==> src/rrpes_pkg.sv <==
// package for the round-robin pending event selector
// sizes, opcodes, controller states and the controller/datapath command struct; no dependencies
package rrpes_pkg;

    // table size and counter width
    localparam int NUM_SOURCES = 32;
    localparam int COUNT_WIDTH = 16;
    localparam int IDX_W       = (NUM_SOURCES > 1) ? $clog2(NUM_SOURCES) : 1;

    // fixed field widths of the item and result ports
    localparam int OP_W    = 2;
    localparam int SID_W   = 6;
    localparam int CID_W   = 5;
    localparam int CCNT_W  = 16;
    localparam int TOTAL_W = 16;

    localparam logic [COUNT_WIDTH-1:0] COUNT_MAX = {COUNT_WIDTH{1'b1}};

    // opcodes
    localparam logic [OP_W-1:0] OP_POST   = 2'd0;
    localparam logic [OP_W-1:0] OP_CHOOSE = 2'd1;
    localparam logic [OP_W-1:0] OP_CLEAR  = 2'd2;

    // controller states
    typedef enum logic {
        ST_IDLE,
        ST_EXEC
    } state_t;

    // commands from controller to datapath
    typedef struct packed {
        logic capture;
        logic commit;
    } ctrl_cmd_t;

endpackage

==> src/rrpes_ctrl.sv <==
// controller of the pending event selector: item sequencing and output valid
// depends on rrpes_pkg
module rrpes_ctrl import rrpes_pkg::*; (
    input  logic      aclk,
    input  logic      aresetn,
    input  logic      s_valid,
    output logic      s_ready,
    output logic      m_valid,
    input  logic      m_ready,
    output ctrl_cmd_t cmd
);

    state_t state_reg, state_next;
    logic   m_valid_reg, m_valid_next;

    // state and output valid registers
    always_ff @(posedge aclk) begin
        if (!aresetn) begin
            state_reg   <= ST_IDLE;
            m_valid_reg <= 1'b0;
        end else begin
            state_reg   <= state_next;
            m_valid_reg <= m_valid_next;
        end
    end

    // next state and commands
    always_comb begin
        state_next   = state_reg;
        m_valid_next = m_valid_reg;
        cmd          = '0;
        // result taken downstream
        if (m_valid_reg && m_ready) begin
            m_valid_next = 1'b0;
        end
        unique case (state_reg)
            ST_IDLE: begin
                if (s_valid) begin
                    cmd.capture = 1'b1;
                    state_next  = ST_EXEC;
                end
            end
            ST_EXEC: begin
                // commit once the output register is free
                if (!m_valid_reg || m_ready) begin
                    cmd.commit   = 1'b1;
                    m_valid_next = 1'b1;
                    state_next   = ST_IDLE;
                end
            end
            default: state_next = ST_IDLE;
        endcase
    end

    assign s_ready = (state_reg == ST_IDLE);
    assign m_valid = m_valid_reg;

endmodule

==> src/rrpes_dp.sv <==
// datapath of the pending event selector: counter memory, pending bitmap,
// round-robin encoder, total and pointer registers, result register; uses rrpes_pkg
module rrpes_dp import rrpes_pkg::*; (
    input  logic                aclk,
    input  logic                aresetn,
    input  ctrl_cmd_t           cmd,
    input  logic [OP_W-1:0]     s_opcode,
    input  logic [SID_W-1:0]    s_source_id,
    output logic                m_found,
    output logic [CID_W-1:0]    m_chosen_id,
    output logic [CCNT_W-1:0]   m_chosen_count,
    output logic                m_bad_id,
    output logic [TOTAL_W-1:0]  m_total_pending
);

    // per-source counters; an entry is meaningful only while its pending bit is set
    logic [COUNT_WIDTH-1:0] cnt_mem [NUM_SOURCES];

    logic [NUM_SOURCES-1:0] pend_reg, pend_next;
    logic [IDX_W-1:0]       ptr_reg, ptr_next;
    logic [COUNT_WIDTH-1:0] total_reg, total_next;

    // item captured at acceptance
    logic [OP_W-1:0]        op_reg;
    logic                   bad_reg;
    logic                   hit_reg;
    logic [IDX_W-1:0]       addr_reg;
    logic [COUNT_WIDTH-1:0] rd_reg;

    // result register
    logic                   found_reg, found_next;
    logic [CID_W-1:0]       cid_reg, cid_next;
    logic [CCNT_W-1:0]      ccnt_reg, ccnt_next;
    logic                   badout_reg, badout_next;
    logic [TOTAL_W-1:0]     tout_reg;

    logic [NUM_SOURCES-1:0] above;
    logic [IDX_W-1:0]       enc_idx;
    logic                   enc_any;
    logic [IDX_W-1:0]       rd_addr;
    logic                   in_bad;
    logic                   wr_en;
    logic [COUNT_WIDTH-1:0] wr_data;

    function automatic logic [IDX_W-1:0] lowest_set(input logic [NUM_SOURCES-1:0] v);
        logic [IDX_W-1:0] r;
        r = '0;
        for (int i = NUM_SOURCES - 1; i >= 0; i--) begin
            if (v[i]) r = IDX_W'(i);
        end
        return r;
    endfunction

    // round-robin encoder: first pending source after the pointer, wrapping
    always_comb begin
        for (int i = 0; i < NUM_SOURCES; i++) begin
            above[i] = pend_reg[i] && (IDX_W'(i) > ptr_reg);
        end
        enc_any = |pend_reg;
        enc_idx = (|above) ? lowest_set(above) : lowest_set(pend_reg);
    end

    // read address and range check at acceptance
    assign rd_addr = (s_opcode == OP_CHOOSE) ? enc_idx : s_source_id[IDX_W-1:0];
    assign in_bad  = (int'(s_source_id) >= NUM_SOURCES);

    // capture the item and read its counter
    always_ff @(posedge aclk) begin
        if (cmd.capture) begin
            op_reg   <= s_opcode;
            bad_reg  <= in_bad;
            addr_reg <= rd_addr;
            hit_reg  <= (s_opcode == OP_CHOOSE) ? enc_any : pend_reg[rd_addr];
            rd_reg   <= cnt_mem[rd_addr];
        end
    end

    // counter memory write
    always_ff @(posedge aclk) begin
        if (wr_en) begin
            cnt_mem[addr_reg] <= wr_data;
        end
    end

    // commit: state update and result
    always_comb begin
        pend_next   = pend_reg;
        ptr_next    = ptr_reg;
        total_next  = total_reg;
        wr_en       = 1'b0;
        wr_data     = COUNT_WIDTH'(1);
        found_next  = 1'b0;
        cid_next    = '0;
        ccnt_next   = '0;
        badout_next = 1'b0;
        case (op_reg)
            OP_POST: begin
                if (bad_reg) begin
                    badout_next = 1'b1;
                end else begin
                    wr_en = cmd.commit;
                    // an entry without its pending bit counts as zero
                    if (hit_reg) begin
                        wr_data = (rd_reg == COUNT_MAX) ? rd_reg : rd_reg + COUNT_WIDTH'(1);
                    end
                    pend_next[addr_reg] = 1'b1;
                    total_next = (total_reg == COUNT_MAX) ? total_reg
                                                          : total_reg + COUNT_WIDTH'(1);
                end
            end
            OP_CHOOSE: begin
                if (hit_reg) begin
                    found_next          = 1'b1;
                    cid_next            = CID_W'(addr_reg);
                    ccnt_next           = CCNT_W'(rd_reg);
                    pend_next[addr_reg] = 1'b0;
                    ptr_next            = addr_reg;
                    // subtraction floors at zero
                    total_next = (total_reg > rd_reg) ? total_reg - rd_reg : '0;
                end
            end
            OP_CLEAR: begin
                pend_next = '0;
            end
            default: ;
        endcase
    end

    // control state
    always_ff @(posedge aclk) begin
        if (!aresetn) begin
            pend_reg  <= '0;
            ptr_reg   <= '0;
            total_reg <= '0;
        end else if (cmd.commit) begin
            pend_reg  <= pend_next;
            ptr_reg   <= ptr_next;
            total_reg <= total_next;
        end
    end

    // result payload
    always_ff @(posedge aclk) begin
        if (cmd.commit) begin
            found_reg  <= found_next;
            cid_reg    <= cid_next;
            ccnt_reg   <= ccnt_next;
            badout_reg <= badout_next;
            tout_reg   <= TOTAL_W'(total_next);
        end
    end

    assign m_found         = found_reg;
    assign m_chosen_id     = cid_reg;
    assign m_chosen_count  = ccnt_reg;
    assign m_bad_id        = badout_reg;
    assign m_total_pending = tout_reg;

endmodule

==> src/round_robin_pending_event_selector.sv <==
// top level of the round-robin pending event selector
// an accepted item is captured, then committed once the output register is free
// items go one at a time, set by the capture/commit sequence around the
//   single-port counter memory; a stalled result holds the next item
// reset: clears the pending bitmap (all counters read as zero), the scan pointer,
//   the total and the output valid; no clearing pass, ready right after reset
module round_robin_pending_event_selector import rrpes_pkg::*; (
    input  logic                aclk,
    input  logic                aresetn,
    input  logic                s_valid,
    output logic                s_ready,
    input  logic [OP_W-1:0]     s_opcode,
    input  logic [SID_W-1:0]    s_source_id,
    output logic                m_valid,
    input  logic                m_ready,
    output logic                m_found,
    output logic [CID_W-1:0]    m_chosen_id,
    output logic [CCNT_W-1:0]   m_chosen_count,
    output logic                m_bad_id,
    output logic [TOTAL_W-1:0]  m_total_pending
);

    ctrl_cmd_t cmd;

    // sequencing
    rrpes_ctrl u_ctrl (
        .aclk    (aclk),
        .aresetn (aresetn),
        .s_valid (s_valid),
        .s_ready (s_ready),
        .m_valid (m_valid),
        .m_ready (m_ready),
        .cmd     (cmd)
    );

    // storage, selection and result
    rrpes_dp u_dp (
        .aclk            (aclk),
        .aresetn         (aresetn),
        .cmd             (cmd),
        .s_opcode        (s_opcode),
        .s_source_id     (s_source_id),
        .m_found         (m_found),
        .m_chosen_id     (m_chosen_id),
        .m_chosen_count  (m_chosen_count),
        .m_bad_id        (m_bad_id),
        .m_total_pending (m_total_pending)
    );

endmodule

==> config.mk <==
export PLATFORM = sky130hd
export DESIGN_NAME = round_robin_pending_event_selector
export DESIGN_NICKNAME = d
export VERILOG_FILES = /design/src/rrpes_pkg.sv /design/src/rrpes_ctrl.sv /design/src/rrpes_dp.sv /design/src/round_robin_pending_event_selector.sv
export SDC_FILE = /design/constraint.sdc
export NUM_CORES = 1
export LEC_CHECK = 0
export BUFFER_PORTS_ARGS = -buffer_cell sky130_fd_sc_hd__buf_2
export CAP_MARGIN = 0
export CELL_PAD_IN_SITES_DETAIL_PLACEMENT = 1
export CELL_PAD_IN_SITES_GLOBAL_PLACEMENT = 2
export CORE_UTILIZATION = 45
export CTS_BUF_LIST = sky130_fd_sc_hd__clkbuf_8
export DETAILED_ROUTE_END_ITERATION = 8
export PLACE_DENSITY_LB_ADDON = 0.1
export SETUP_SLACK_MARGIN = 0.3
export SYNTH_ARGS = -nofsm -noshare
export SYNTH_HDL_FRONTEND = slang
export SYNTH_SLANG_ARGS = --single-unit
==> constraint.sdc <==
create_clock -name aclk -period 4.4 [get_ports aclk]
set_input_delay 0.88 -clock aclk [delete_from_list [all_inputs] [get_ports aclk]]
set_output_delay 0.88 -clock aclk [all_outputs]
set_load 0.01 [all_outputs]
---- Word-level counts from Yosys, hierarchy flattened ----
Memory sizes are Yosys's and may differ from the RTL's. A register that Yosys moved wholly into a read port is not among the register bits.
Index checks and enable logic that the tools add are counted.
cells by class
  equality and inequality tests ........... 7
  mux-type cells .......................... 98
  divide/modulo/power cells ............... 0
  add/subtract/negate cells ............... 3
  shift operators ......................... 0
  $lt $le $gt $ge ......................... 37
  reduce and logical (&&, ||, !) cells .... 43
  $mul .................................... 0
  bitwise gates (word level) .............. 4
operators with widths
  kind                     number
  $mux W5                  66
  $mux W16                 8
  $pmux W32 S3             1
  $gt A5 B5 Y1 const A     16
  $mux W32                 2
  $reduce_or A32 Y1        2
  $gt A4 B5 Y1 const A     8
  $logic_and A1 B1 Y1      34
  $add A16 B1 Y16 const B  2
  $and A32 B32 Y32         1
  $eq A16 B16 Y1 const B   2
  $not A32 Y32             1
  $or A32 B32 Y32          1
  $pmux W16 S2             1
  $gt A3 B5 Y1 const A     4
  $mux W1                  17
  $gt A16 B16 Y1           1
  $sub A16 B16 Y16         1
  $lt A5 B6 Y1 const B     2
  $gt A1 B5 Y1 const A     2
  $gt A2 B5 Y1 const A     2
  $ge A6 B6 Y1 const B     1
  $bmux W1 S5              1
  $demux W1 S5             1
  other kinds (14)         15
word-level totals
  memory bits (writable) .................. 512
  output and inout port bits .............. 41
  memories kept ........................... 1
  word-level logic and storage cells ...... 207
  register bits after elaboration ......... 103
  bits in read-only memories .............. 0
  bits of input ports ..................... 12
  bits in latches ......................... 0
memory list
  memory        words  width  rd ports  clocked after memory_dff  wr ports  line            text
  u_dp.cnt_mem  32     16     1         1                         1         rrpes_dp.sv:17  logic [COUNT_WIDTH-1:0] cnt_mem [NUM_SOURCES];

---- Logic depth before layout (Yosys ltp) ----
  depth in word-level cells ............... 39
  depth in mapped cells ................... 16
  gate-level depth less buffers ........... 15

---- By module ----
From an unflattened synthesis, not the netlist that was laid out.
unflattened totals
  cells, all modules ...................... 2,869
  area total of the unflattened synthesis .. 31,265.0 um^2
by module, submodules not included
  module      area an instance (um^2)  times used  cells an instance  seq. area each (um^2)
  rrpes_dp    31,162.4                 1           2,860              18,357.6
  rrpes_ctrl  102.6                    1           9                  40.0

---- Worst setup path before layout ----
Ideal clock, no wire load.
  kind .................................... register to register
  start ................................... register u_dp.rd_reg[0] (read register of u_dp.cnt_mem)
  end ..................................... memory u_dp.cnt_mem[0][8], data pin
  required time ........................... 3.933 ns
  path buffers ............................ 0
  slack ................................... 1.072 ns
  cell stages (with the launch flop) ...... 7
  setup time .............................. 0.467 ns
  arrival time ............................ 2.861 ns
  clock period less this slack ............ 3.328 ns
  cell sequence ........................... edfxtp_1 ha_1 nand3_1 or3_1 nor2_1 nor3_1 a211oi_1
on the way
  cells in the longest elaborated chain, start to end .. 5
  elaborated cells between the ends (all ways) .. 6
  classes of those cells .................. 1 x add/sub; 1 x eq/ne; 4 x mux
RTL lines
  item                                               line             text
  start, declared                                    rrpes_dp.sv:28   logic [COUNT_WIDTH-1:0] rd_reg;
  $add A16 B1 Y16 or $eq A16 B16 Y1 (tied branches)  rrpes_dp.sv:104  wr_data = (rd_reg == COUNT_MAX) ? rd_reg : rd_reg + COUNT_WIDTH'(1);
  $mux W16 (*)                                       rrpes_dp.sv:104
  $mux W16 (*)                                       rrpes_dp.sv:103  if (hit_reg) begin
  $mux W16 (*)                                       rrpes_dp.sv:98   if (bad_reg) begin
  $mux W16 (*)                                       rrpes_dp.sv:96   case (op_reg)
  via u_dp.wr_data[8]                                rrpes_dp.sv:43   logic [COUNT_WIDTH-1:0] wr_data;
  end, declared                                      rrpes_dp.sv:17
Mark *: on every way through the listed nets, which the timed path passes. The rest lies on a longest branch.

---- Worst setup path after layout ----
  start ................................... register u_dp.ptr_reg[0]
  end ..................................... register u_dp.rd_reg[12] (read register of u_dp.cnt_mem), data pin
on the way
  cells in the longest elaborated chain, start to end .. 36
  elaborated cells between the ends (all ways) .. 99
  classes of those cells .................. 32 x order compare; 34 x mux; 33 x reduce/logical
RTL lines
  item                    line             text
  start, declared         rrpes_dp.sv:20   logic [IDX_W-1:0] ptr_reg, ptr_next;
  start signal, assigned  rrpes_dp.sv:137  ptr_reg <= ptr_next;
  $gt A5 B5 Y1            rrpes_dp.sv:57   above[i] = pend_reg[i] && (IDX_W'(i) > ptr_reg);
  $logic_and A1 B1 Y1     rrpes_dp.sv:57
  $mux W5 (32 in a row)   rrpes_dp.sv:49   if (v[i]) r = IDX_W'(i);
  $mux W5 (*)             rrpes_dp.sv:60   enc_idx = (|above) ? lowest_set(above) : lowest_set(pend_reg);
  $mux W5 (*)             rrpes_dp.sv:64   assign rd_addr = (s_opcode == OP_CHOOSE) ? enc_idx : s_source_id[IDX_W-1:0];
Mark *: on every way between the ends. The rest lies on a longest branch, timed or not.
A chain may end at the register's enable or synchronous reset.

==> impl_results.md <==
* Outcome: finished, final reports clean
* RSZ-0062 raised after global routing: true
* WS Path Type: flop to flop
* Hpwl dp at between 50,000 and 60,000 um
* Hold Path Depth at 1
* Leakage at 12.6 nW
* Worst endpoint data arrival time at 4470 ps
* Worst VDD drop at 0.000399 V
* Synth top area share at 60.1%
* Dpl cells at 3,038
* Synth Cell Area at 0.0288 mm^2
* ANT nets after route at 0
* Clock group share of total power at 36.1%
* Largest family of logic cells by synthesized area: multiplexers
* FF+latch count, synth at ~630
* Final Critical Period at between 3000 and 4000 ps
* Final GP Congestion at around 0.85
* Async S/R FF share, synth at 0%
* Die Y at roughly 250 um
* Synth top cells by count: edfxtp_1, mux2i_1, nand2_1
* Adder-cell share of the synthesized area at 0.983%
* Critical R2R Launch: u_dp.ptr_reg[0]$_SDFFE_PN0P_
* Reg2Reg Depth at 14
* I/O pin total at 53
* WL per Instance at 27.2 um
* Row cnt at 92
* # setup viols final at 0
* GRT Total Usage at 27.1%
* Longest Clk Path Bufs at 3
* Number of port buffers at 52
* Insertion delay to the later sink of the worst-skew pair at 750 ps
* Die area at 0.0649 mm^2
* Share of cells above drive strength 1 at 18.7%
* Synth Instances at 2,104
* Crit-path max FO at 21
* CTS Hold Bufs at 0
* Xor and xnor area share after synthesis at 0.761%
* NumNets Final at between 2k and 2.5k
* Vias at 18.9k
* Initial antenna violation count at 3
* Setup TNS at 0 ps
* Die Wd at 255 um
* Number of global-route vias before repair at 19.5k
* Slew Viols, Final at 0
* Worst Hold Class: primary input to flop
* Worst Tran Pin Value at 1270 ps
* Avg Cell Area, Syn at ~14 um^2
* Final instance area at 0.0331 mm^2
* CP most frequent cell: buf_4
* Clock Pin Slew Worst Setup and Hold Paths at 60 ps
* CORE AREA at 0.0631 mm^2
* Hold_sp: s_source_id[5]
* Dpl cell area at roughly 0.031 mm^2
* Clk root buf: clkbuf_8
* CTS tree: yes
* # H-tree levels at 3
* Number of flip-flops in the largest register at slightly above 500
* Cell-by-cell trace of the critical path: nor2_1 -> buf_4 -> o211ai_1 -> nand4b_4 -> nand4bb_1 -> a311o_1 -> and2_4 -> buf_4 -> buf_12 -> mux2i_1 -> mux2i_1 -> o22ai_1 -> buf_4 -> nor4_2
* Max-slew headroom at 15.3%
* Worst Path Required at 4940 ps
* Compound-Gate Fraction of Synth Area at 8.68%
* Post-synth EDFFs at approximately 580
* Comb power frac at 15.4%
* Synth unique cells at 82
* Post-Layout Cell Count at 3,233
* Filler cell count at ~6.3k
* Sw Share at between 20 and 30%
* Initial Utilization at 45.6%
* Via density at 5.85
* Maximum clock frequency at 255 MHz
* MaxCap Viol Count at 0
* Crit. Startpoint: u_dp.ptr_reg[0]$_SDFFE_PN0P_
* P_int at ~0.01 W
* Power per cell area at 420 mW/mm^2
* Seq/Total Area, Yosys at a little under two thirds
* Overflow after GRT at 0
* Crit path largest cell delay at 480 ps
* Area delta synth->final at 15.1%
* Fin. Hold Viols at 0
* Mapped Nets at between 2k and 2.5k
* Final Cycle Share at between 80% and 90%
* Crit. End Element: flop
* First-pass iteration count of the detailed router at 5
* CP max-delay cell: dfxtp_2
* Simple-gate portion of the synthesized area at 8.61%
* Area contributors post-synth: edfxtp_1, mux2i_1, dfxtp_1
* Starting DRT DRC Count at around 1.3k
* Final Routed Wirelength at ~88,000 um
* Fin Clk Skew at 52.1 ps
* Seq pwr share at 48.5%
* Residual DRC count at 0
* Pin count of the biggest net entering global routing at 75
* Psw at 0.00381 W
* Ys flop type: edfxtp_1
* CP Launch Type: flop
* Clk sinks at 631
* Hold_ws at 354 ps
* Multiplexer area fraction after synthesis at 13.5%
* CTS buffer count at between 100 and 150
* Yosys warnings at 0
* Area leader, netlist: edfxtp_1
* Global-route wire length before repair at 128,000 um
* Most common cell in the synthesized netlist: edfxtp_1
## per-stage QoR
step / utilization, % / power [W] / setup WS (ps)
final: 52.5 / 0.0139 / 475
after global routing: 52.5 / 0.0144 / 291
after CTS: 52.3 / 0.0140 / 313
after detailed placement: 49.0 / 0.00896 / 246
after global placement: 49.0 / 0.00893 / 208
after floorplan: - / 0.00816 / 1070
## routing by layer
metal  share of wire, %  GRT usage [%]  vias to the layer above
met3                4.3           4.31                      137
met2                 48           44.9                      454
li1                   -              -                     8533
met1                 44           36.4                     9786
met5                  0              0                        -
met4                2.8           8.78                        0
## worst paths after layout
kind | endpoint | slack, ps
max | u_dp.rd_reg[12]$_DFFE_PP_ | 480
min | u_dp.bad_reg$_DFFE_PP_ | 350
max reg2reg | u_dp.rd_reg[12]$_DFFE_PP_ | 480
min reg2reg | u_ctrl.m_valid$_SDFF_PN0_ | 520
## area by class of cell
cell class	count	area, um^2	share of cell area (%)
antenna	1	2.50	0.00756
clock buffer	110	1510	4.57
clock inverter	79	517	1.56
inverter	68	255	0.771
multi-input combinational	1278	9590	29.0
sequential	631	18400	55.6
tap	846	1060	3.20
timing repair buffer	220	1760	5.32
## layout by cell type (no fill, tap or decap), types with 20 or more instances in the layout
master	n
clkinv_1	26
buf_4	148
and3_1	29
ha_1	20
a21oi_1	77
mux2i_1	383
dfxtp_1	52
xnor2_1	22
nor3_1	21
nor2_1	75
o22ai_1	102
buf_2	52
inv_1	96
o21ai_0	37
edfxtp_1	576
a31oi_1	43
nand2_1	108
and2_1	40
clkbuf_8	110
nor2_2	24
nand3_1	38
## logic make-up after synthesis
group           count (synthesis)
flops                         631
simple gates                  459
mux                           389
compound gates                383
buf+inv                       195
xor+xnor                       25
fa+ha+maj                      22
## critical path: cells and delay by family (launching register included)
| kind | cells | cell delay [ps] |
|---|---|---|
| buf+inv | 4 | 650 |
| simple gates | 5 | 1040 |
| flops | 1 | 480 |
| compound gates | 3 | 960 |
| mux | 2 | 600 |
## repair_timing
action	CTS	global route
resized for setup	7	12
pin swaps	0	3
endpoints found under the setup margin	5	17
cloned	0	1
buffers inserted	0	4
## power by group through the flow
stage	Sequential (W)	Combinational, W	Clock (W)
6_report	0.00674	0.00213	0.00502
5_1_grt	0.00674	0.00226	0.00537
4_1_cts	0.00674	0.00212	0.00516
3_5_place_dp	0.00686	0.00210	0
3_3_place_gp	0.00686	0.00207	0
2_1_floorplan	0.00681	0.00136	0
Power figures use the tool's default switching activity.
